<file path="config.mk">
export PLATFORM = sky130hd
export DESIGN_NAME = msd_ctrl
export DESIGN_NICKNAME = d
export VERILOG_FILES = /design/src/hw/rtl/msd_pkg.sv /design/src/hw/rtl/msd_ctrl.sv
export SDC_FILE = /design/constraint.sdc
export NUM_CORES = 1
export LEC_CHECK = 0
export BUFFER_PORTS_ARGS = -buffer_cell sky130_fd_sc_hd__buf_2
export CAP_MARGIN = 5
export CORE_AREA = 2 2 39 41
export DETAILED_ROUTE_END_ITERATION = 8
export DIE_AREA = 0 0 41 43
export PLACE_DENSITY = 0.41
export SKIP_CTS_REPAIR_TIMING = 1
export SYNTH_ARGS = -nofsm -noshare
export SYNTH_HDL_FRONTEND = slang
export SYNTH_SLANG_ARGS = --single-unit
</file>
<file path="constraint.sdc">
create_clock -name clk -period 0.95 [get_ports clk]
set_input_delay 0.1425 -clock clk [delete_from_list [all_inputs] [get_ports clk]]
set_output_delay 0.1425 -clock clk [all_outputs]
set_load 0.02 [all_outputs]
</file>
<file path="src/hw/rtl/msd_pkg.sv">
package msd_pkg;

	localparam int CAPACITY = 64;
	localparam int DATA_W   = 32;
	localparam int AW       = $clog2(CAPACITY);
	localparam int CNT_W    = $clog2(CAPACITY + 1);
	localparam int PTR_W    = CNT_W + 1;

	typedef logic [CNT_W-1:0] cnt_t;
	typedef logic [PTR_W-1:0] ptr_t;
	typedef logic [AW-1:0]    addr_t;

	typedef struct packed {
		logic load;
		logic start;
		logic prime;
		logic step;
		logic emit_prime;
		logic emit;
		logic clear;
	} msd_cmd_t;

	typedef struct packed {
		logic one_elem;
		logic run_end;
		logic pass_end;
		logic sort_end;
		logic emit_last;
	} msd_stat_t;

endpackage

</file>
<file path="src/hw/rtl/msd_ctrl.sv">
module msd_ctrl import msd_pkg::*; (
	input  logic      clk,
	input  logic      arst_n,
	input  logic      in_valid,
	input  logic      in_last,
	output logic      in_ready,
	output logic      out_valid,
	input  logic      out_ready,
	input  msd_stat_t stat,
	output msd_cmd_t  cmd
);

	typedef enum logic [2:0] {
		S_LOAD,
		S_START,
		S_RUN,
		S_MERGE,
		S_EMIT_PRIME,
		S_EMIT
	} state_t;

	state_t state_q;
	state_t state_d;

	always_ff @(posedge clk or negedge arst_n) begin
		if (!arst_n) begin
			state_q <= S_LOAD;
		end else begin
			state_q <= state_d;
		end
	end

	assign in_ready  = (state_q == S_LOAD);
	assign out_valid = (state_q == S_EMIT);

	always_comb begin
		cmd     = '0;
		state_d = state_q;
		case (state_q)
			S_LOAD: begin
				if (in_valid) begin
					cmd.load = 1'b1;
					if (in_last) begin
						state_d = S_START;
					end
				end
			end
			S_START: begin
				cmd.start = 1'b1;
				state_d   = stat.one_elem ? S_EMIT_PRIME : S_RUN;
			end
			S_RUN: begin
				cmd.prime = 1'b1;
				state_d   = S_MERGE;
			end
			S_MERGE: begin
				cmd.step = 1'b1;
				if (stat.run_end) begin
					if (stat.pass_end && stat.sort_end) begin
						state_d = S_EMIT_PRIME;
					end else begin
						state_d = S_RUN;
					end
				end
			end
			S_EMIT_PRIME: begin
				cmd.emit_prime = 1'b1;
				state_d        = S_EMIT;
			end
			S_EMIT: begin
				if (out_ready) begin
					cmd.emit = 1'b1;
					if (stat.emit_last) begin
						cmd.clear = 1'b1;
						state_d   = S_LOAD;
					end
				end
			end
			default: begin
				state_d = S_LOAD;
			end
		endcase
	end

endmodule

</file>
==> flow_metrics.tcl <==
set metrics [dict create \
    design.portCount 19 \
    yosysTopAreaCellShare_pct 35.1 \
    yosys.area_share.adder_pct 0 \
    ys_warn_count 0 \
    htreeDepth 1 \
    cts_tree "done" \
    leakage_nw 0.247 \
    holdCritStartpoint "in_last" \
    chipHeight_um 43 \
    relSlewSlack_pct 86.8 \
    cp_slowest_cell "dfrtp_2" \
    critical_path.max_stage_delay_ps 460 \
    drt-initial-drc-count 0 \
    cap_violations 0 \
    timing.critical_path.buf_inv 2 \
    power_density_mw_per_mm2 3140 \
    n_antenna_cell 0 \
    avgSynthCellArea_um2 7.92 \
    ir_worst_vdd_mv 1.18 \
    vias 307 \
    cpLargestDelayFamily "flip-flops" \
    synth_top_family_by_area "simple AND/OR/NAND/NOR gates" \
    power_mw 1.60 \
    skew_ps 0.423 \
    tightest_slew_ps 198 \
    grt_setup_unrepaired "true" \
    setup_slack_ps -434 \
    setup-violations-final 12 \
    regMostFlops "state_q" \
    final_nets 68 \
    grt_pass1_vias 248 \
    fin_tns_setup_ps -3480 \
    end_kind "output port" \
    antenna_found_initial 0 \
    track_usage_pct 9.37 \
    syn_area_um2 214 \
    worst-r2r-cell-count 5 \
    ys_ff_latch 3 \
    hold_viol 0 \
    cp_cell_sequence "buf_4 > nor3_4 > and2_4 > buf_6" \
    io_buffers 18 \
    seq_area_frac_synth_pct 35.1 \
    vias_per_cell 4.21 \
    r2r-end "state_q[0]$_DFFE_PN0P_" \
    regToRegStartpoint "state_q[1]$_DFFE_PN0P_" \
    rows 14 \
    dpl_worst_slack_ps -238 \
    fillCellCount 154 \
    finalCritPeriodShare_pct 146 \
    cts_buffer_depth 2 \
    path_max_fanout 7 \
    layout_min_cycle_time_ps 1380 \
    final_max_slew_viol_count 0 \
    synth_compound_area_share_pct 15.2 \
    worstSkewPairLatency_ps 230 \
    hold_path_end "state_q[0]$_DFFE_PN0P_" \
    chipWidth_um 41 \
    crit_required_ps 810 \
    area_growth_pct 138 \
    synth.mux.area_fraction_pct 0 \
    numCtsBuffers 3 \
    grt_overflow_total 0 \
    wirelength_um 704 \
    whs_path_depth 3 \
    drc_errors 0 \
    firstDrtPassIters 1 \
    gp_congestion 0.651 \
    cts_root_buffer "clkbuf_4" \
    initial_core_util_pct 15.5 \
    synth-xor-area-share_pct 0 \
    fmaxAchievable_mhz 722 \
    die_area_mm2 0.00176 \
    final_antenna_net_count 0 \
    grt_start_max_net_pins 9 \
    r2r_slack_ps -140 \
    largest_reg_flops 3 \
    synth_area_leaders "dfrtp_1 (35%), and2_1 (5.8%), and3_1 (5.8%)" \
    cp-start-kind "flip-flop" \
    reg_top3 "state_q (3)" \
    coreArea_mm2 0.00138 \
    routedWlPerCell_um 9.64 \
    critical_path_class "flip-flop to output port" \
    clk_pin_slew_ps 40 \
    final_layout_size_suffix_gt1_share_pct 77.2 \
    grt_pass1_wl_mm 1.04 \
    syn-instance-count 27 \
    crit_arrival_ps 1240 \
    status "finished with violations" \
    synth-simple-area-share_pct 45.6 \
    hold_class "input pin to flip-flop" \
    dp_hpwl_um 506 \
    crit_path_start "state_q[1]$_DFFE_PN0P_" \
    clkSinkCount 3 \
    ys_types 17 \
    syn-num-nets 37 \
    yosysTopAreaCell "dfrtp_1" \
    violations "setup timing" \
]
## Yosys cell counts
cell type  number
a21oi_1         2
a221oi_1        1
a32oi_1         1
and2_1          2
and2_4          1
and3_1          2
and4_1          1
buf_2           1
dfrtp_1         3
inv_1           1
nand2_1         2
nand2b_1        2
nand3_1         1
nor2_1          3
nor2b_2         1
nor3_1          2
o21ai_1         1
## worst max-delay path by stage
| stage | cells past startpoint | endpoint | slack (ps) |
|---|---|---|---|
| 3_3_place_gp | 4 | cmd[0] | -220 |
| 2_1_floorplan | 3 | cmd[6] | -160 |
| 5_1_grt | 4 | cmd[6] | -490 |
| 4_1_cts | 4 | cmd[0] | -490 |
| 6_report | 4 | cmd[6] | -430 |
| 3_5_place_dp | 4 | cmd[0] | -240 |
## power by group
part	internal, mW	leakage (nW)	total, mW	switching [mW]
combinational	0.572	0.198	1.04	0.471
sequential	0.198	0.0334	0.330	0.132
clock	0.158	0.0150	0.227	0.0691
total	0.927	0.247	1.60	0.672
## layer usage
metal	GRT usage [%]	wire length, um
met5	0	0
met4	6.00	0
met3	7.85	67
met2	9.69	356
met1	12.3	280
## stage by stage
| stage | hold slack, ps | std cells | util, % | cell area, um2 |
|---|---|---|---|---|
| 2_1_floorplan | -153 | 27 | - | 255 |
| 3_3_place_gp | -57.7 | 63 | 27.7 | 383 |
| 3_5_place_dp | -58.7 | 63 | 27.7 | 383 |
| 4_1_cts | -311 | 67 | 29.6 | 409 |
| 5_1_grt | 171 | 73 | 36.8 | 509 |
| 6_report | 154 | 73 | 36.8 | 509 |
## tightest hold or removal path, stage by stage
cell and delay (ps):
buf_2 70, a32oi_1 80, nand2_1 60
## cells by family (layout without fill, tap and decap cells)
group,Yosys count,count (layout)
compound gates,5,5
buf+inv,2,32
flops,3,3
simple gates,17,17
## cell usage in the layout (no fill, tap or decap), drive strengths merged, types with 2 or more instances in the layout
cell type / netlist / final
a21oi: 2 / 2
and2: 3 / 3
and3: 2 / 2
buf: 1 / 26
clkbuf: 0 / 4
dfrtp: 3 / 3
nand2: 2 / 2
nand2b: 2 / 2
nor2: 3 / 3
nor3: 2 / 2
## area by class of cell
cell class,count,area (um2),share of cell area (%)
Timing Repair Buffer,27,195,38.3
Multi-Input combinational cell,22,185,36.4
Sequential cell,3,78.8,15.5
Clock buffer,4,26.3,5.16
Tap cell,16,20.0,3.93
Inverter,1,3.75,0.737
Power figures use the tool's default switching activity.
